File: src/ckit_pkg.sv
package ckit_pkg;

  // text field sizes
  localparam int NAME_BYTES = 29;
  localparam int KIND_BYTES = 19;
  localparam int NAME_BITS  = NAME_BYTES * 8;
  localparam int KIND_BITS  = KIND_BYTES * 8;

  // request modes
  localparam logic [1:0] MODE_INSERT = 2'd0;
  localparam logic [1:0] MODE_REMOVE = 2'd1;
  localparam logic [1:0] MODE_LIST   = 2'd2;
  localparam logic [1:0] MODE_SEARCH = 2'd3;

  // result status codes
  localparam logic [2:0] ST_INSERTED = 3'd0;
  localparam logic [2:0] ST_FULL     = 3'd1;
  localparam logic [2:0] ST_REMOVED  = 3'd2;
  localparam logic [2:0] ST_NOTFOUND = 3'd3;
  localparam logic [2:0] ST_EMPTY    = 3'd4;
  localparam logic [2:0] ST_FOUND    = 3'd5;
  localparam logic [2:0] ST_LISTED   = 3'd6;

  typedef logic [NAME_BITS-1:0] name_t;
  typedef logic [KIND_BITS-1:0] kind_t;

  typedef struct packed {
    name_t              name;
    kind_t              kind;
    logic signed [31:0] amount;
  } entry_t;

  typedef struct packed {
    logic       valid;
    logic [2:0] status;
    logic [3:0] position;
    entry_t     entry;
    logic [3:0] held;
    logic       last;
  } res_t;

  // build one result word
  function automatic res_t make_res(input logic [2:0] status, input logic [3:0] position,
                                    input entry_t entry, input logic [3:0] held,
                                    input logic last);
    res_t r;
    r.valid    = 1'b1;
    r.status   = status;
    r.position = position;
    r.entry    = entry;
    r.held     = held;
    r.last     = last;
    return r;
  endfunction

endpackage

File: src/ckit_store.sv
module ckit_store
  import ckit_pkg::*;
#(
  parameter int CAPACITY = 10,
  parameter int IW       = 4
) (
  input  logic          clk,
  input  logic          we,
  input  logic [IW-1:0] waddr,
  input  entry_t        wdata,
  input  logic          re,
  input  logic [IW-1:0] raddr,
  output entry_t        rdata
);

  entry_t mem [CAPACITY];

  // one write port
  always_ff @(posedge clk) begin
    if (we) begin
      mem[waddr] <= wdata;
    end
  end

  // one read port, registered data
  always_ff @(posedge clk) begin
    if (re) begin
      rdata <= mem[raddr];
    end
  end

endmodule

File: config.mk
export PLATFORM = sky130hd
export DESIGN_NAME = ckit_store
export DESIGN_NICKNAME = d
export VERILOG_FILES = /design/src/ckit_pkg.sv /design/src/ckit_store.sv
export SDC_FILE = /design/constraint.sdc
export NUM_CORES = 2
export LEC_CHECK = 0
export BUFFER_PORTS_ARGS = -buffer_cell sky130_fd_sc_hd__buf_2
export CORE_ASPECT_RATIO = 0.6
export CORE_MARGIN = 4
export CORE_UTILIZATION = 30
export DETAILED_ROUTE_END_ITERATION = 12
export GPL_TIMING_DRIVEN = 0
export MAX_ROUTING_LAYER = met4
export PLACE_DENSITY_LB_ADDON = 0.12
export SLEW_MARGIN = 20
export SYNTH_ARGS = -nofsm -noshare
export SYNTH_HDL_FRONTEND = slang
export SYNTH_MEMORY_MAX_BITS = 65536
export SYNTH_SLANG_ARGS = --single-unit
File: constraint.sdc
create_clock -name clk -period 33.2 [get_ports clk]
set_input_delay 3.32 -clock clk [delete_from_list [all_inputs] [get_ports clk]]
set_output_delay 3.32 -clock clk [all_outputs]
set_load 0.01 [all_outputs]
Yosys cells after proc, flatten, opt, wreduce, memory -nomap -nowiden
Memories as Yosys holds them, arrays and structs flattened. A register that Yosys moved wholly into a read port is not among the register bits.
Index checks and enable logic that the tools add are counted.

cells by class
  muxes and demuxes = 2

operators by type and width
  cell               number
  two-way mux 1 bit  2

storage, ports and cells
  register bits = 0
  memories kept = 1
  logic and storage cells = 3
  memory bits (writable) = 4160

memories
  name  depth  bits a word  read ports  clocked after Yosys merged registers in  wr ports  line              RTL
  mem   10     416          1           1                                        1         ckit_store.sv:16  entry_t mem [CAPACITY];

Depth between registers and ports, before layout
  depth in word-level cells = 2
  gate-level depth with buffers = 8
  mapped depth without buffers = 3

Worst setup path after synthesis
OpenSTA, ideal clock, no wires.

  path kind = input-to-reg
  start = in waddr[0]
  end = mem mem[0][0] in the netlist's numbering, enable pin
  path slack = -327 ps
  stages = 1
  path buffers = 0
  arrival time = 31816 ps
  data required time = 31489 ps
  setup time = 1711 ps
  cells stage by stage = nor3_1

RTL lines
  what             line              RTL
  start, declared  ckit_store.sv:9   input logic [IW-1:0] waddr,
  end, declared    ckit_store.sv:16

Straight into the memory's write port.

==> impl_metrics.yaml <==
floorplan:
  start_util: 0.3014
  die_h_um: 595.3
  coreArea_um2: 572200
  die-area_um2: 587500
  io_pins: 843
  die_w_um: 986.9
  rows: 215
drt:
  post-route-drc-count: 0
  antenna_left: 0
  vias: 91360
  routed_wl_um: 578400
  via_per_inst: 4.934
  drt_iter0_drc: 8528
  wl_per_cell_um: 31.23
  drtPass1Iterations: 5
cts:
  cts_tree: "built"
  cts.clk_slew.worst_paths_ns: 0.06
  cts_root_buf: "clkbuf_16"
  cts_num_sinks: 4576
  cts_made_buffers: 446
  clk_latency_ns: 0.97
  holdBufCountCts: 0
  h-tree-depth: 5
  cts_setup_buffers: 0
  cts.path.max_buffers: 4
  ctsResizeCount: 0
finish:
  layout_common_cells: "edfxtp_1 (4,576), buf_2 (1,041), mux2i_1 (843)"
  seq_area_um2: 137400
  drive_gt1_frac: 0.2608
  layout.nets: 10840
  n_fill_cell: 52710
  fin_area_um2: 208800
  multiInputGateArea_um2: 32730
  final_common_cell: "edfxtp_1"
  area_delta_synth_final_pct: 21.07
  final_core_util: 0.3649
timing:
  setup_violations: 0
  finalSetupTns_ns: 0
  rsz0062_at_grt: "false"
  finClkSkew_ns: 0.07076
  report.final.slew_viol_count: 0
  worst_slew_pin_slew_ns: 1.229
  min_period_ns: 6.752
  slew_headroom: 0.1735
  worst_slack_ns: 26.45
  hold_viol: 0
  timing.fmax_mhz: 148.1
  timing.final.crit_share: 0.2034
placement:
  io_buffers: 839
  post_dp_cell_area_um2: 194000
  post-place-ws_ns: 25.35
  gp_congestion: 0.7467
  dp_hpwl_um: 408100
synth:
  yosysUniqueCellTypes: 22
  avgSynthCellArea_um2: 19.75
  synthCells: 8733
  yosysSeqAreaShare: 0.7967
  synth-seq-cells: 4576
  syn_area_um2: 172500
  yosysWarnings: 0
  syn_nets: 9160
setup_path:
  cp-start-kind: "input pin"
  endpoint_kind: "flip-flop"
  worstSetupPathType: "in -> reg"
  cpPeakStageDelay_ns: 1.03
  cp.arrival_ns: 7.31
  worst_path_max_delay_cell: "o31ai_1"
  crit_required_ns: 33.76
  path_max_fanout: 14
  reg2reg_slack_ns: 31.19
  path_cells: "buf_2 -> buf_4 -> nand2b_1 -> clkbuf_1 -> buf_2 -> clkbuf_1 -> o22ai_1 -> o31ai_1"
job:
  drv_cap: 0
global_route:
  grt_pass1_vias: 92050
  grt_max_degree: 65
  grtUsageTotal: 0.1953
  grt_overflow_total: 0
  antenna_found_initial: 248
  grt_pass1_wl_um: 782500
power_and_ir_drop:
  p_leak_nw: 69.68
  irDropWorstVdd_mv: 0.04436
  power_mw: 12.40
  p_per_area_nw_per_um2: 59.41
hold_path:
  hold_path_class: "reg -> reg"
outcome:
  status: "complete, no violations"
cells by family after synthesis:
kind of cell | after synthesis | share of synthesized area
compound gates | 1142 | 0.04597
buf+inv | 499 | 0.01410
flops | 4576 | 0.7967
mux | 1974 | 0.1297
simple gates | 542 | 0.01350
worst max-delay path, delay by kind of cell:
family                 cells  cell delay (ns)
buffers and inverters      5             2.49
AND/OR/NAND/NOR            1             0.13
AO/OA/AOI/OAI              2             1.32
power breakdown:
group | switching [mW] | internal (mW)
sequential | 0.0396 | 6.51
clock | 2.25 | 2.84
combinational | 0.508 | 0.255
synth_stat cells:
library cell     n  area [um^2]
nor2b_1        106        663.1
o22ai_1        726         4542
buf_2          199        996.0
mux4_2         106         2387
o31a_1         211         1848
clkbuf_1       183        686.9
buf_6           12        135.1
nand2b_1         4        25.02
buf_4           58        435.4
edfxtp_1      4576       137400
nor2_1           7        26.28
nand2_1        418         1569
or3b_1           1        8.760
or2_1            1        6.260
buf_1           46        172.7
o31ai_1        205         1539
clkbuf_2         1        5.000
mux2_1         495         5574
nand3b_1         2        15.01
mux2_2         530         5968
nor3_1           3        15.01
mux2i_1        843         8438
routing by layer:
metal  vias to the layer above  share of wire  global-route usage
met4                         0          0.034             0.06379
met3                       866          0.054             0.03092
met2                      2951           0.44              0.2838
li1                      39080              -                   -
met1                     48470           0.47              0.2807
met5                         -              0                   -
layout make-up:
class / instances / share of cell area
Tap cell: 7595 / 0.04551
Antenna cell: 134 / 0.001606
Sequential cell: 4576 / 0.6581
Clock inverter: 294 / 0.01371
Timing Repair Buffer: 1227 / 0.05697
Clock buffer: 534 / 0.05544
Buffer: 499 / 0.01191
Multi-Input combinational cell: 3658 / 0.1568
state kept, by name, indices dropped and copies added (netlist names):
signal and count:
rdata 416, mem 4160
per-stage QoR:
step / hold slack (ns) / std cells
2_1_floorplan: 0.5985 / 8733
3_3_place_gp: 0.6129 / 17170
3_5_place_dp: 0.6215 / 17550
4_1_cts: 0.5498 / 18380
5_1_grt: 0.6369 / 18490
6_report: 0.5754 / 18520
worst paths after layout:
check / start / to / cells past startpoint
setup / recovery: raddr[1] / rdata[301] / 8
hold reg to reg: mem[9][375] / rdata[375] / 3
setup reg to reg: mem[3][301] / rdata[301] / 3
hold / removal: mem[9][375] / rdata[375] / 3
(Power assumes the default switching activity.)
