==> config.mk <==
export PLATFORM = sky130hd
export DESIGN_NAME = ckit_clean
export DESIGN_NICKNAME = d
export VERILOG_FILES = /design/src/ckit_pkg.sv /design/src/ckit_clean.sv
export SDC_FILE = /design/constraint.sdc
export NUM_CORES = 1
export LEC_CHECK = 0
export BUFFER_PORTS_ARGS = -buffer_cell sky130_fd_sc_hd__buf_4
export CAP_MARGIN = 25
export CORE_AREA = 5 5 179 181
export DETAILED_ROUTE_END_ITERATION = 10
export DIE_AREA = 0 0 184 186
export PLACE_DENSITY_LB_ADDON = 0.3
export RECOVER_POWER = 50
export SYNTH_ARGS = -nofsm -noshare
export SYNTH_HDL_FRONTEND = slang
export SYNTH_SLANG_ARGS = --single-unit
==> constraint.sdc <==
create_clock -name vclk -period 4.1
set_input_delay 1.23 -clock vclk [all_inputs]
set_output_delay 1.23 -clock vclk [all_outputs]
set_load 0.03 [all_outputs]
==> src/ckit_pkg.sv <==
package ckit_pkg;

  // text field sizes
  localparam int NAME_BYTES = 29;
  localparam int KIND_BYTES = 19;
  localparam int NAME_BITS  = NAME_BYTES * 8;
  localparam int KIND_BITS  = KIND_BYTES * 8;

  // request modes
  localparam logic [1:0] MODE_INSERT = 2'd0;
  localparam logic [1:0] MODE_REMOVE = 2'd1;
  localparam logic [1:0] MODE_LIST   = 2'd2;
  localparam logic [1:0] MODE_SEARCH = 2'd3;

  // result status codes
  localparam logic [2:0] ST_INSERTED = 3'd0;
  localparam logic [2:0] ST_FULL     = 3'd1;
  localparam logic [2:0] ST_REMOVED  = 3'd2;
  localparam logic [2:0] ST_NOTFOUND = 3'd3;
  localparam logic [2:0] ST_EMPTY    = 3'd4;
  localparam logic [2:0] ST_FOUND    = 3'd5;
  localparam logic [2:0] ST_LISTED   = 3'd6;

  typedef logic [NAME_BITS-1:0] name_t;
  typedef logic [KIND_BITS-1:0] kind_t;

  typedef struct packed {
    name_t              name;
    kind_t              kind;
    logic signed [31:0] amount;
  } entry_t;

  typedef struct packed {
    logic       valid;
    logic [2:0] status;
    logic [3:0] position;
    entry_t     entry;
    logic [3:0] held;
    logic       last;
  } res_t;

  // build one result word
  function automatic res_t make_res(input logic [2:0] status, input logic [3:0] position,
                                    input entry_t entry, input logic [3:0] held,
                                    input logic last);
    res_t r;
    r.valid    = 1'b1;
    r.status   = status;
    r.position = position;
    r.entry    = entry;
    r.held     = held;
    r.last     = last;
    return r;
  endfunction

endpackage

==> src/ckit_clean.sv <==
module ckit_clean
  import ckit_pkg::*;
#(
  parameter int NBYTES = 29
) (
  input  logic [NBYTES*8-1:0] raw,
  output logic [NBYTES*8-1:0] text
);

  logic [NBYTES-1:0] zero;
  logic [NBYTES-1:0] below;

  // string semantics: every byte after the first zero byte reads as zero
  always_comb begin
    for (int b = 0; b < NBYTES; b++) begin
      zero[b] = (raw[b*8 +: 8] == 8'h00);
    end
    for (int b = 0; b < NBYTES; b++) begin
      below = (NBYTES'(1) << b) - NBYTES'(1);
      text[b*8 +: 8] = (|(zero & below)) ? 8'h00 : raw[b*8 +: 8];
    end
  end

endmodule

# --- After elaboration in Yosys (flattened, before gate mapping) ---
# Cells that the tools add are included.
totals:
  regBits: 0
  out_inout_bits: 232
op_classes:
  n_mux: 28
  reduce_logical: 55
op_table:
  columns: ["cell", "count"]
  rows:
  - ["logical NOT 8 bit", 28]
  - ["2-to-1 mux 8 bit", 28]
  - ["OR reduction 28 bit", 1]
  - ["OR reduction 27 bit", 1]
  - ["OR reduction 26 bit", 1]
  - ["OR reduction 25 bit", 1]
  - ["OR reduction 24 bit", 1]
  - ["OR reduction 23 bit", 1]
  - ["OR reduction 22 bit", 1]
  - ["OR reduction 21 bit", 1]
  - ["OR reduction 20 bit", 1]
  - ["OR reduction 19 bit", 1]
  - ["OR reduction 18 bit", 1]
  - ["OR reduction 17 bit", 1]
  - ["OR reduction 16 bit", 1]
  - ["OR reduction 15 bit", 1]
  - ["OR reduction 14 bit", 1]
  - ["OR reduction 13 bit", 1]
  - ["OR reduction 12 bit", 1]
  - ["OR reduction 11 bit", 1]
  - ["OR reduction 10 bit", 1]
  - ["OR reduction 9 bit", 1]
  - ["OR reduction 8 bit", 1]
  - ["OR reduction 7 bit", 1]
  - ["5 further kinds", 5]

# --- Longest topological paths before layout ---
depth:
  ltp_word: 3
  ltp_mapped: 8
  ltp_nobuf: 5

# --- Worst setup path before layout ---
# OpenSTA, ideal clock, no wires.
synth_timing:
  path_kind: "in2out"
  from: "in raw[129]"
  to: "out text[168]"
  arrival_time_ns: 3.217
  t_required_ns: 2.870
  slack_ns: -0.347
  cell_stages: 6
  path_buffers: 1
  path_cell_list: "nor4_1 and2_1 nor3_2 o21ai_1 clkbuf_1 nor4_1"
synth_via:
  elab_chain_cells: 3
synth_rtl:
  columns: ["element", "line_no", "rtl"]
  rows:
  - ["start, declared", "ckit_clean.sv:6", "input logic [NBYTES*8-1:0] raw,"]
  - ["logical NOT 8 bit", "ckit_clean.sv:16", "zero[b] = (raw[b*8 +: 8] == 8'h00);"]
  - ["OR reduction 21 bit", "ckit_clean.sv:20", "text[b*8 +: 8] = (|(zero & below)) ? 8'h00 : raw[b*8 +: 8];"]
  - ["2-to-1 mux 8 bit", "ckit_clean.sv:20", null]
  - ["end, declared", "ckit_clean.sv:7", "output logic [NBYTES*8-1:0] text"]
# No other way between the ends.

# --- Worst setup path after layout ---
layout_timing:
  from: "in raw[80]"
  to: "out text[140]"
layout_via:
  elab_chain_cells: 3
layout_rtl:
  columns: ["element", "line_no"]
  rows:
  - ["logical NOT 8 bit", "ckit_clean.sv:16"]
  - ["OR reduction 17 bit", "ckit_clean.sv:20"]
  - ["2-to-1 mux 8 bit", "ckit_clean.sv:20"]
# No other way between the ends.

==> results.yml <==
timing:
  grt_setup_unrepaired: "true"
  max_slew.worst_pin.slew_ns: 0.652
  fin_ws_ns: -0.168
  relSlewSlack_pct: 56.4
  fmax_mhz: 234
  finalHoldViolCount: 0
  min_period_ns: 4.27
  drv_slew: 0
  setup_violations: 181
  fin_setup_tns_ns: -18.16
  fin_crit_sh_pct: 104
cells_and_area:
  seqCellArea_um2: 0
  seq_cell_count: 0
  multi_input_area_um2: 3280
  nClkBuffers: 0
  drive_gt1_share_pct: 63.6
  nFillCells: 3322
  fin_nets: 1241
  area_growth_pct: 205
power_and_ir_drop:
  power_mw: 1.17
  p_leak_nw: 4.16
  ir_drop_mv: 0.0492
  power.density_nw_per_um2: 137
floorplanning:
  fp.dieH_um: 186
  fp.coreArea_um2: 30300
  start_util_pct: 9.29
  die_w_um: 184
  rows: 64
  io_pins: 464
  die_area_um2: 34200
routing:
  wl_met2_um: 14400
  ant_nets: 0
  wl_per_cell_um: 19.4
  dr_wl_met3_um: 2140
  routed_wl_um: 27200
  initialDrtViolationCount: 170
  vias: 5849
  vias_per_cell: 4.17
  first_pass_iters: 4
  wl_met1_um: 10300
  routed.top_layer: "met4"
  drcViolationCount: 0
setup_path:
  startpoint_type: "input port"
  cp-end-kind: "primary output"
  startpoint: "raw[80]"
  cp_max_fo: 7
  critPathKind: "in2out"
  cp.required_ns: 2.87
  worstPathArrival_ns: 3.04
synth:
  syn_area_um2: 2810
  synth_warnings: 0
  synth-simple-area-share_pct: 81.0
  synth_top_family_by_area: "simple AND/OR/NAND/NOR gates"
  synth.area.top_cells: "nor4_1 22%, and2_1 13%, nand2_1 11%, nor3_1 10%, inv_1 6.5%"
  synthAdderAreaFrac_pct: 0
  synth_cells: 510
  syn-num-nets: 742
  synth-compound-area-share_pct: 2.54
  synth_xor_area_share_pct: 0
  avgSynthCellArea_um2: 5.52
  yosysSeqAreaShare_pct: 0
  netlist.area_leader.share_pct: 22.0
  ys_types: 26
  synth_top_area_cell: "nor4_1"
  synth_mux_area_share_pct: 0
grt:
  grtUsageTotal_pct: 13.8
  grt_pass1_vias: 5988
  antenna_found_initial: 1
  grt_pass1_wl_um: 37100
  grt_overflow: 0
  grt_max_degree: 27
placement:
  dp_slack_ns: -0.292
  dp_hpwl_um: 23100
  io_buffer_count: 464
  place_congestion: 0.847
min_path:
  min_path_type: "in2out"
  whs_path_depth: 2
  worstHoldStart: "raw[3]"
flow_run:
  drv_cap: 0
clock_tree:
  hold_buffers: 0
outcome:
  violations: "negative setup slack"
  status: "complete, but fails checks"
[repair_timing]
item / in CTS / in global routing
gates cloned: 3 / 8
resized for setup: 49 / 104
buffers inserted: 8 / 0
setup endpoints to repair: 165 / 176
pin swaps: 9 / 38
[cell type report]
| class | count | area share (%) |
|---|---|---|
| Timing Repair Buffer | 544 | 53.8 |
| Multi-Input combinational cell | 414 | 38.3 |
| Tap cell | 396 | 5.78 |
| Inverter | 49 | 2.14 |
| Antenna cell | 1 | 0.0292 |
[worst max-delay path, cell delays in order]
cell       delay (ns)
buf_6            0.09
or4_4            0.53
nor2_4           0.12
and4b_1          0.22
nand4_1          0.10
buf_6            0.16
clkbuf_16        0.19
clkbuf_16        0.16
nor3_1           0.06
buf_4            0.17
[through the flow]
stage / hold WS (ns) / cells / util (%) / cell area, µm²
finish: 2.77 / 1404 / 28.3 / 8580
floorplan: 2.59 / 510 / - / 3260
CTS: 2.69 / 1397 / 26.5 / 8020
global route: 2.78 / 1404 / 28.3 / 8580
global placement: 2.69 / 1386 / 25.2 / 7630
detailed placement: 2.69 / 1386 / 25.2 / 7630
[path summary, 6_finish.rpt]
check / endpoint
max: text[140]
min: text[3]
[report_power, final]
part           internal, mW  leakage, nW  switching, mW
Clock          0.0000000326   0.00000634              0
Sequential                0            0              0
Combinational         0.525         4.16          0.646
[cells by family (layout without fill, tap and decap cells)]
family,Yosys count,after routing
AND/OR/NAND/NOR,402,402
buffers and inverters,96,593
AO/OA/AOI/OAI,12,12
other,0,1
[cells in the mapped netlist]
cell       number
a2111oi_0       2
and2_0          1
and2_1         59
and3_1         27
and4_1          4
and4b_1         2
buf_1           3
buf_2           9
buf_4          14
buf_6           5
clkbuf_1       16
inv_1          49
nand2_1        80
nand3b_1        9
nand4_1         3
nor2_1         21
nor2_4          1
nor3_1         57
nor3_2          1
nor3b_1        16
nor4_1         99
o21ai_0         8
o21ai_1         1
o21ai_2         1
or4_1          21
or4_4           1
[per-layer routing]
| layer | vias to the layer above | track usage (%) |
|---|---|---|
| met3 | 18 | 3.13 |
| met1 | 2701 | 15.6 |
| met5 | - | 0 |
| met4 | 0 | 1.95 |
| met2 | 290 | 26.8 |
| li1 | 2840 | - |
[layout by cell type, fill, tap and decap left out, types with 3 or more instances in the layout]
cell type,synthesis,routed
nor3b_2,0,15
buf_4,14,444
nand3b_1,9,9
nand4_1,3,3
or4_4,1,3
nand2_1,80,80
nor3_1,57,26
o21ai_0,8,8
nor2_2,0,4
buf_12,0,18
clkbuf_16,0,6
nor3_4,0,14
or4_1,21,19
buf_8,0,4
and2_1,59,47
nor3_2,1,18
nor4_1,99,52
inv_1,49,48
nor2_1,21,16
nor4_2,0,19
buf_16,0,3
clkbuf_1,16,18
and2_0,1,12
buf_6,5,48
and3_1,27,25
nor4_4,0,28
Note: power is estimated with default switching activity, not from simulation.
