[config.mk]
export PLATFORM = sky130hd
export DESIGN_NAME = ckit_ctrl
export DESIGN_NICKNAME = d
export VERILOG_FILES = /design/src/ckit_pkg.sv /design/src/ckit_ctrl.sv
export SDC_FILE = /design/constraint.sdc
export NUM_CORES = 1
export LEC_CHECK = 0
export BUFFER_PORTS_ARGS = -buffer_cell sky130_fd_sc_hd__clkbuf_2
export CORE_AREA = 10 10 649 651
export DETAILED_ROUTE_END_ITERATION = 12
export DIE_AREA = 0 0 659 661
export PLACE_DENSITY_LB_ADDON = 0.05
export SYNTH_ARGS = -nofsm -noshare
export SYNTH_HDL_FRONTEND = slang
export SYNTH_SLANG_ARGS = --single-unit
[constraint.sdc]
create_clock -name clk -period 118.8 [get_ports clk]
set_input_delay 5.94 -clock clk [delete_from_list [all_inputs] [get_ports clk]]
set_output_delay 5.94 -clock clk [all_outputs]
set_load 0.05 [all_outputs]
[src/ckit_pkg.sv]
package ckit_pkg;

  // text field sizes
  localparam int NAME_BYTES = 29;
  localparam int KIND_BYTES = 19;
  localparam int NAME_BITS  = NAME_BYTES * 8;
  localparam int KIND_BITS  = KIND_BYTES * 8;

  // request modes
  localparam logic [1:0] MODE_INSERT = 2'd0;
  localparam logic [1:0] MODE_REMOVE = 2'd1;
  localparam logic [1:0] MODE_LIST   = 2'd2;
  localparam logic [1:0] MODE_SEARCH = 2'd3;

  // result status codes
  localparam logic [2:0] ST_INSERTED = 3'd0;
  localparam logic [2:0] ST_FULL     = 3'd1;
  localparam logic [2:0] ST_REMOVED  = 3'd2;
  localparam logic [2:0] ST_NOTFOUND = 3'd3;
  localparam logic [2:0] ST_EMPTY    = 3'd4;
  localparam logic [2:0] ST_FOUND    = 3'd5;
  localparam logic [2:0] ST_LISTED   = 3'd6;

  typedef logic [NAME_BITS-1:0] name_t;
  typedef logic [KIND_BITS-1:0] kind_t;

  typedef struct packed {
    name_t              name;
    kind_t              kind;
    logic signed [31:0] amount;
  } entry_t;

  typedef struct packed {
    logic       valid;
    logic [2:0] status;
    logic [3:0] position;
    entry_t     entry;
    logic [3:0] held;
    logic       last;
  } res_t;

  // build one result word
  function automatic res_t make_res(input logic [2:0] status, input logic [3:0] position,
                                    input entry_t entry, input logic [3:0] held,
                                    input logic last);
    res_t r;
    r.valid    = 1'b1;
    r.status   = status;
    r.position = position;
    r.entry    = entry;
    r.held     = held;
    r.last     = last;
    return r;
  endfunction

endpackage

[src/ckit_ctrl.sv]
module ckit_ctrl
  import ckit_pkg::*;
#(
  parameter int CAPACITY = 10,
  parameter int IW       = 4,
  parameter int CW       = 4
) (
  input  logic               clk,
  input  logic               rst,
  input  logic               start,
  input  logic [1:0]         mode,
  input  name_t              key,
  input  kind_t              kind,
  input  logic signed [31:0] amount,
  output logic               busy,
  output res_t               res,
  output logic               mem_we,
  output logic [IW-1:0]      mem_waddr,
  output entry_t             mem_wdata,
  output logic               mem_re,
  output logic [IW-1:0]      mem_raddr,
  input  entry_t             mem_rdata
);

  localparam logic [1:0] S_IDLE  = 2'd0;
  localparam logic [1:0] S_SCAN  = 2'd1;
  localparam logic [1:0] S_LIST  = 2'd2;
  localparam logic [1:0] S_SHIFT = 2'd3;
  localparam logic [CW-1:0] CAP = CW'(CAPACITY);

  logic [1:0]    state;
  logic [CW-1:0] fill;
  logic [CW-1:0] idx;
  logic          chk_valid;
  logic [IW-1:0] chk_idx;
  logic [IW-1:0] hit_idx;
  logic [1:0]    mode_q;
  name_t         key_q;
  res_t          res_q;

  logic          issue;
  logic          hit_now;
  logic          chk_last;
  logic          insert_now;
  logic          shift_wr;
  logic [CW-1:0] fill_inc;
  logic [CW-1:0] fill_dec;
  logic [CW+3:0] fill_x;
  logic [CW+3:0] fill_inc_x;
  logic [CW+3:0] fill_dec_x;
  logic [IW+3:0] chk_x;
  logic [IW+3:0] hit_x;
  entry_t        blank;
  entry_t        new_entry;

  // read issue and compare
  always_comb begin
    hit_now  = chk_valid && (mem_rdata.name == key_q);
    chk_last = (CW'(chk_idx) == fill - CW'(1));
    issue    = (idx < fill) &&
               ((state == S_LIST) || (state == S_SHIFT) || ((state == S_SCAN) && !hit_now));
  end

  // result field widths
  always_comb begin
    fill_inc   = fill + CW'(1);
    fill_dec   = fill - CW'(1);
    fill_x     = {4'b0, fill};
    fill_inc_x = {4'b0, fill_inc};
    fill_dec_x = {4'b0, fill_dec};
    chk_x      = {4'b0, chk_idx};
    hit_x      = {4'b0, hit_idx};
    blank      = '0;
    new_entry.name   = key;
    new_entry.kind   = kind;
    new_entry.amount = amount;
  end

  // memory port
  always_comb begin
    insert_now = (state == S_IDLE) && start && (mode == MODE_INSERT) && (fill != CAP);
    shift_wr   = (state == S_SHIFT) && chk_valid;
    mem_we     = insert_now || shift_wr;
    mem_waddr  = shift_wr ? (chk_idx - IW'(1)) : fill[IW-1:0];
    mem_wdata  = shift_wr ? mem_rdata : new_entry;
    mem_re     = issue;
    mem_raddr  = idx[IW-1:0];
  end

  // sequencer
  always_ff @(posedge clk) begin
    if (rst) begin
      state     <= S_IDLE;
      fill      <= '0;
      chk_valid <= 1'b0;
      res_q.valid <= 1'b0;
    end else begin
      res_q.valid <= 1'b0;
      chk_valid   <= issue;
      if (issue) begin
        chk_idx <= idx[IW-1:0];
        idx     <= idx + CW'(1);
      end
      unique case (state)
        S_IDLE: begin
          if (start) begin
            key_q  <= key;
            mode_q <= mode;
            idx    <= '0;
            priority if (mode == MODE_INSERT) begin
              if (fill == CAP) begin
                res_q <= make_res(ST_FULL, 4'd0, blank, fill_x[3:0], 1'b1);
              end else begin
                fill  <= fill_inc;
                res_q <= make_res(ST_INSERTED, fill_x[3:0], blank, fill_inc_x[3:0], 1'b1);
              end
            end else if (fill == '0) begin
              res_q <= make_res(ST_EMPTY, 4'd0, blank, fill_x[3:0], 1'b1);
            end else if (mode == MODE_LIST) begin
              state <= S_LIST;
            end else begin
              state <= S_SCAN;
            end
          end
        end
        S_LIST: begin
          if (chk_valid) begin
            res_q <= make_res(ST_LISTED, chk_x[3:0], mem_rdata, fill_x[3:0], chk_last);
            if (chk_last) begin
              state <= S_IDLE;
            end
          end
        end
        S_SCAN: begin
          // a hit holds off the next read, so no check is left in flight
          priority if (hit_now) begin
            if (mode_q == MODE_SEARCH) begin
              res_q <= make_res(ST_FOUND, chk_x[3:0], mem_rdata, fill_x[3:0], 1'b1);
              state <= S_IDLE;
            end else begin
              hit_idx <= chk_idx;
              idx     <= CW'(chk_idx) + CW'(1);
              state   <= S_SHIFT;
            end
          end else if (chk_valid && chk_last) begin
            res_q <= make_res(ST_NOTFOUND, 4'd0, blank, fill_x[3:0], 1'b1);
            state <= S_IDLE;
          end else begin
            state <= S_SCAN;
          end
        end
        S_SHIFT: begin
          if (!chk_valid && !issue) begin
            fill  <= fill_dec;
            res_q <= make_res(ST_REMOVED, hit_x[3:0], blank, fill_dec_x[3:0], 1'b1);
            state <= S_IDLE;
          end
        end
        default: begin
          state <= S_IDLE;
        end
      endcase
    end
  end

  assign busy = (state != S_IDLE);
  assign res  = res_q;

  a_fill_bound: assert property (@(posedge clk) disable iff (rst) fill <= CAP)
    else $error("fill count above capacity");

  a_busy_ends_last: assert property (@(posedge clk) disable iff (rst)
    !$past(rst) && $fell(busy) |-> res_q.valid && res_q.last)
    else $error("request ended without a last result");

  a_more_follow: assert property (@(posedge clk) disable iff (rst)
    res_q.valid && !res_q.last |-> busy)
    else $error("non-last result while idle");

  a_no_overlap: assert property (@(posedge clk) disable iff (rst)
    mem_we && mem_re |-> mem_waddr != mem_raddr)
    else $error("read and write of the same entry in one cycle");

endmodule

## Word level (Yosys, flattened, before mapping)

Index checks and enable logic that the tools add are counted.

| word-level totals | value |
|---|---|
| register bits after elaboration | 682 |
| input bits | 837 |

| cells by class | value |
|---|---|
| add/subtract/negate cells | 5 |
| order comparisons | 1 |
| equal/unequal tests | 20 |
| mux-type cells | 33 |
| bitwise gates (word level) | 2 |
| reductions and logical operators | 26 |

Operator list:

| kind | count |
|---|---|
| $mux 429 | 8 |
| $pmux 429 s4 | 1 |
| $mux 426 | 1 |
| $mux 416 | 1 |
| $eq 232x232->1 | 1 |
| $mux 4 | 9 |
| $mux 2 | 9 |
| $pmux 4 s2 | 2 |
| $add 4x1->4 const B | 3 |
| $ne 2x2->1 const B | 6 |
| $logic_and 1x1->1 | 9 |
| $eq 2x2->1 const B | 4 |
| $pmux 2 s4 | 1 |
| $sub 4x1->4 const B | 2 |
| $reduce_and 7->1 | 1 |
| $ne 3x2->1 const B | 2 |
| $reduce_and 6->1 | 1 |
| $reduce_and 5->1 | 1 |
| $eq 4x4->1 | 1 |
| $eq 4x4->1 const B | 1 |
| $logic_not 2->1 | 2 |
| $logic_not 4->1 | 1 |
| $lt 4x4->1 | 1 |
| $ne 2x1->1 const B | 2 |
| other kinds (11) | 17 |

## Depth between registers and ports, before layout

| logic depth | value |
|---|---|
| word-level depth | 10 |
| depth in mapped cells | 11 |
| depth with buffers taken out | 10 |

## Worst setup path after synthesis

Ideal clock, no wire load.

| timing | value |
|---|---|
| path kind | input-to-reg |
| start point | input mem_rdata[403] in the netlist's numbering |
| end point | register res_q (netlist bit res[0]), enable pin |
| arrival | 73.257 ns |
| setup slack | 42.060 ns |
| cell stages on the path | 8 |
| path buffers | 0 |
| cells stage by stage | nor2b_1 -> or4b_1 -> nor4_1 -> nand4_1 -> nor4_1 -> nand4_1 -> mux2_2 -> a2111oi_0 |

| on the way | value |
|---|---|
| longest elaborated chain between the ends | 10 |

Ends and longest elaborated chain:

| element | line | RTL |
|---|---|---|
| start, declared | ckit_ctrl.sv:22 | `input entry_t mem_rdata` |
| $eq 232x232->1 (*) | ckit_ctrl.sv:58 | `hit_now = chk_valid && (mem_rdata.name == key_q);` |
| $logic_and 1x1->1 (*) | ckit_ctrl.sv:58 |  |
| $logic_not 1->1 | ckit_ctrl.sv:61 | `((state == S_LIST) \|\| (state == S_SHIFT) \|\| ((state == S_SCAN) && !hit_now));` |
| $logic_and 1x1->1 | ckit_ctrl.sv:61 |  |
| $logic_or 1x1->1 | ckit_ctrl.sv:61 |  |
| $logic_and 1x1->1 | ckit_ctrl.sv:60 | `issue = (idx < fill) &&` |
| $logic_not 1->1 | ckit_ctrl.sv:153 | `if (!chk_valid && !issue) begin` |
| $logic_and 1x1->1 | ckit_ctrl.sv:153 |  |
| $ne 2x1->1 (no line) | - |  |
| $reduce_and 7->1 (no line) (*) | - |  |
| end signal, assigned | ckit_ctrl.sv:138 | `res_q <= make_res(ST_FOUND, chk_x[3:0], mem_rdata, fill_x[3:0], 1'b1);` |
| end signal, assigned | ckit_ctrl.sv:146 | `res_q <= make_res(ST_NOTFOUND, 4'd0, blank, fill_x[3:0], 1'b1);` |
| end signal, assigned | ckit_ctrl.sv:155 | `res_q <= make_res(ST_REMOVED, hit_x[3:0], blank, fill_dec_x[3:0], 1'b1);` |
| end, declared | ckit_ctrl.sv:39 | `res_t res_q;` |

Mark *: on every way between the ends. The rest lies on a longest branch, timed or not.
A chain may end at the register's enable or synchronous reset.

## Final worst setup path

| timing | value |
|---|---|
| start point | input mem_rdata[275] in the netlist's numbering |
| end point | output mem_re |

| on the way | value |
|---|---|
| longest elaborated chain between the ends | 6 |

Ends and longest elaborated chain:

| element | line | RTL |
|---|---|---|
| $eq 232x232->1 | ckit_ctrl.sv:58 |  |
| $logic_and 1x1->1 | ckit_ctrl.sv:58 |  |
| $logic_not 1->1 | ckit_ctrl.sv:61 |  |
| $logic_and 1x1->1 | ckit_ctrl.sv:61 |  |
| $logic_or 1x1->1 | ckit_ctrl.sv:61 |  |
| $logic_and 1x1->1 | ckit_ctrl.sv:60 |  |
| end, declared | ckit_ctrl.sv:20 | `output logic mem_re,` |

Every way passes these cells.

==> metrics.csv <==
metric,value,unit
nFillCells,46700,
cts_buffers,117,
num_rows,235,
cpPeakStageDelay,1050,ps
setup_slack,102370,ps
rsz0062_at_grt,no,
die_h,661,um
synth_seq_cells,682,
endpoint_kind,output port,
gp_congestion,0.842,
hp-class,reg2reg,
start_kind,input port,
port-buffer-count,1692,
initialDrtViolationCount,1196,
synth.net_count,3236,
skew,79.7,ps
postSynthAreaPerCell,13.8,um^2
postSynth.asyncResetShare,0,%
vias,27800,
dp_cells,9470,
core,0.408,mm^2
clockBufferDepth,4,
cts_sinks,682,
crit_family,simple AND/OR/NAND/NOR gates,
pin_count,1693,
finalHoldViolations,0,
ant_nets,0,
antenna_found_initial,111,
arrival,10490,ps
vdd_drop_max,12.5,uV
routed_wl,318,mm
critPathBufInv,3,
grt_max_degree,124,
dr.pass1.iters,4,
postCtsResizedCells,0,
nNetsFinal,4985,
hpwl,273,mm
slew_viol_final,0,
final_cells,9728,
wl_per_cell,32.7,um
power.switching,0.000504,W
grt_overflow,0,
finalCritPeriodShare,13.8,%
power.density,21.3,mW/mm^2
cts_hold_buffers,0,
critical_path_class,in2out,
power_frac_clock,30.8,%
setup_viol_count_final,0,
synth_edf_count,674,
post-cts-setup-buffers,0,
cts_tree,yes,
die_area,0.436,mm^2
grt_pass1_vias,30300,
clk-insertion-delay-late,870,ps
dp_slack,101840,ps
p_sw_share,45.6,%
tns,0,ps
die_w,659,um
viasPerCell,2.86,
synth_cells,2389,
start_util,8.08,%
track_usage,13.9,%
cts_root_buffer,clkbuf_16,
h-tree-depth,3,
seq_power_share,32.5,%
grt_pass1_wl,386,mm
total_power,0.00111,W
leakage,20.3,nW
relSlewSlack,12.7,%
path_max_fanout,5,
fin_util,12.7,%
slowest_stage,a2111oi_0,
drc,0,
period_needed,16430,ps
tightest_slew,1280,ps
layout-area-overhead-vs-synth,57.5,%
yosys_most_used_dff,edfxtp_1,
combPwrFrac,36.7,%
synth_area,0.0330,mm^2
ys_warn_count,0,
clk_pin_slew,60,ps
ys_seq_area_share,61.9,%
intPower,0.000603,W
ys_types,58,
cap_violations,0,
run_status,"finished, final reports clean",
critical_path_required,112860,ps
crit_chain,"clkbuf_2, nor2b_1, a2111oi_0, nand4_1, nor4_1, nor3b_1, nand4_1, o21ai_1, inv_1, clkbuf_2",
clock.fmax,60.8,MHz
drive_gt1_share,53.9,%
power groups by stage:
stage / Sequential, W / Clock (W) / Combinational [W]
2_1_floorplan: 0.000636 / 0 / 0.0000893
3_3_place_gp: 0.000367 / 0 / 0.000433
3_5_place_dp: 0.000366 / 0 / 0.000430
4_1_cts: 0.000362 / 0.000364 / 0.000431
5_1_grt: 0.000366 / 0.000368 / 0.000428
6_report: 0.000360 / 0.000341 / 0.000406
per-layer routing:
layer	track usage, %	vias to the layer above	wire length [um]
li1	-	12400	-
met1	13.0	13900	104000
met2	28.9	1232	183000
met3	4.26	296	21900
met4	3.20	56	8410
met5	0	-	373
Yosys cell counts, types with 16 or more instances:
cell type / number / area (um^2)
edfxtp_1: 674 / 20200
and2_1: 421 / 2630
mux2_2: 389 / 4380
nand2b_1: 124 / 776
nor2b_1: 85 / 532
xnor2_1: 72 / 631
nand4_1: 69 / 432
inv_1: 63 / 236
nand2_1: 59 / 221
clkbuf_1: 50 / 188
nor4_1: 47 / 294
buf_2: 42 / 210
o21ai_0: 42 / 210
xor2_1: 41 / 359
nor2_1: 33 / 124
nand3_1: 16 / 80.1
flip-flops by register name (all words and copies together), names as in the netlist:
name / cells
res: 429
fill: 4
state: 2
mode_q: 2
chk_idx: 4
key_q: 232
hit_idx: 4
mem_raddr: 4
chk_valid: 1
layout by cell type (no fill, tap or decap), types with 13 or more instances in the layout:
cell type / count
and2_1: 421
buf_4: 39
clkbuf_1: 37
clkbuf_16: 118
clkbuf_2: 1692
clkinv_1: 27
clkinv_2: 13
diode_2: 50
edfxtp_1: 674
inv_1: 63
mux2_2: 389
nand2_1: 59
nand2b_1: 124
nand3_1: 15
nand4_1: 69
nor2_1: 32
nor2b_1: 85
nor4_1: 43
o21ai_0: 42
o22ai_1: 13
xnor2_1: 72
xor2_1: 40
cell type report:
class | count | area, um^2 | share of cell area, %
Clock inverter | 53 | 475 | 0.916
Multi-Input combinational cell | 1541 | 12000 | 23.0
Tap cell | 5451 | 6820 | 13.1
Antenna cell | 50 | 125 | 0.241
Sequential cell | 682 | 20400 | 39.3
Timing Repair Buffer | 1733 | 8800 | 17.0
Clock buffer | 155 | 3090 | 5.96
Inverter | 63 | 236 | 0.456
cell families after synthesis:
family          count (synthesis)  synth area share, %
fa+ha+maj                      10                0.380
buf+inv                       166                 2.06
xor+xnor                      113                 3.00
mux                           393                 13.4
simple gates                  898                 16.5
flops                         682                 61.9
compound gates                127                 2.73
tightest hold or removal path: stages, from the launching register on:
cell,delay [ps]
edfxtp_1,350
a222oi_1,130
inv_1,70
worst paths after layout:
path / startpoint / to / slack [ps] / depth (start not counted)
worst min-delay path: hit_idx[3] / res[424] / 650 / 2
worst max-delay path: mem_rdata[275] / mem_re / 102370 / 10
worst min register to register: hit_idx[3] / res[424] / 650 / 2
worst max register to register: key_q[90] / res[285] / 110690 / 11
through the flow:
stage                     hold slack [ps]  instance area [um^2]
after floorplan                       424                 33000
after CTS                             666                 51800
after detailed placement              659                 48200
after global routing                  670                 51800
after global placement                655                 48200
final                                 648                 51900
(Power assumes the default switching activity.)
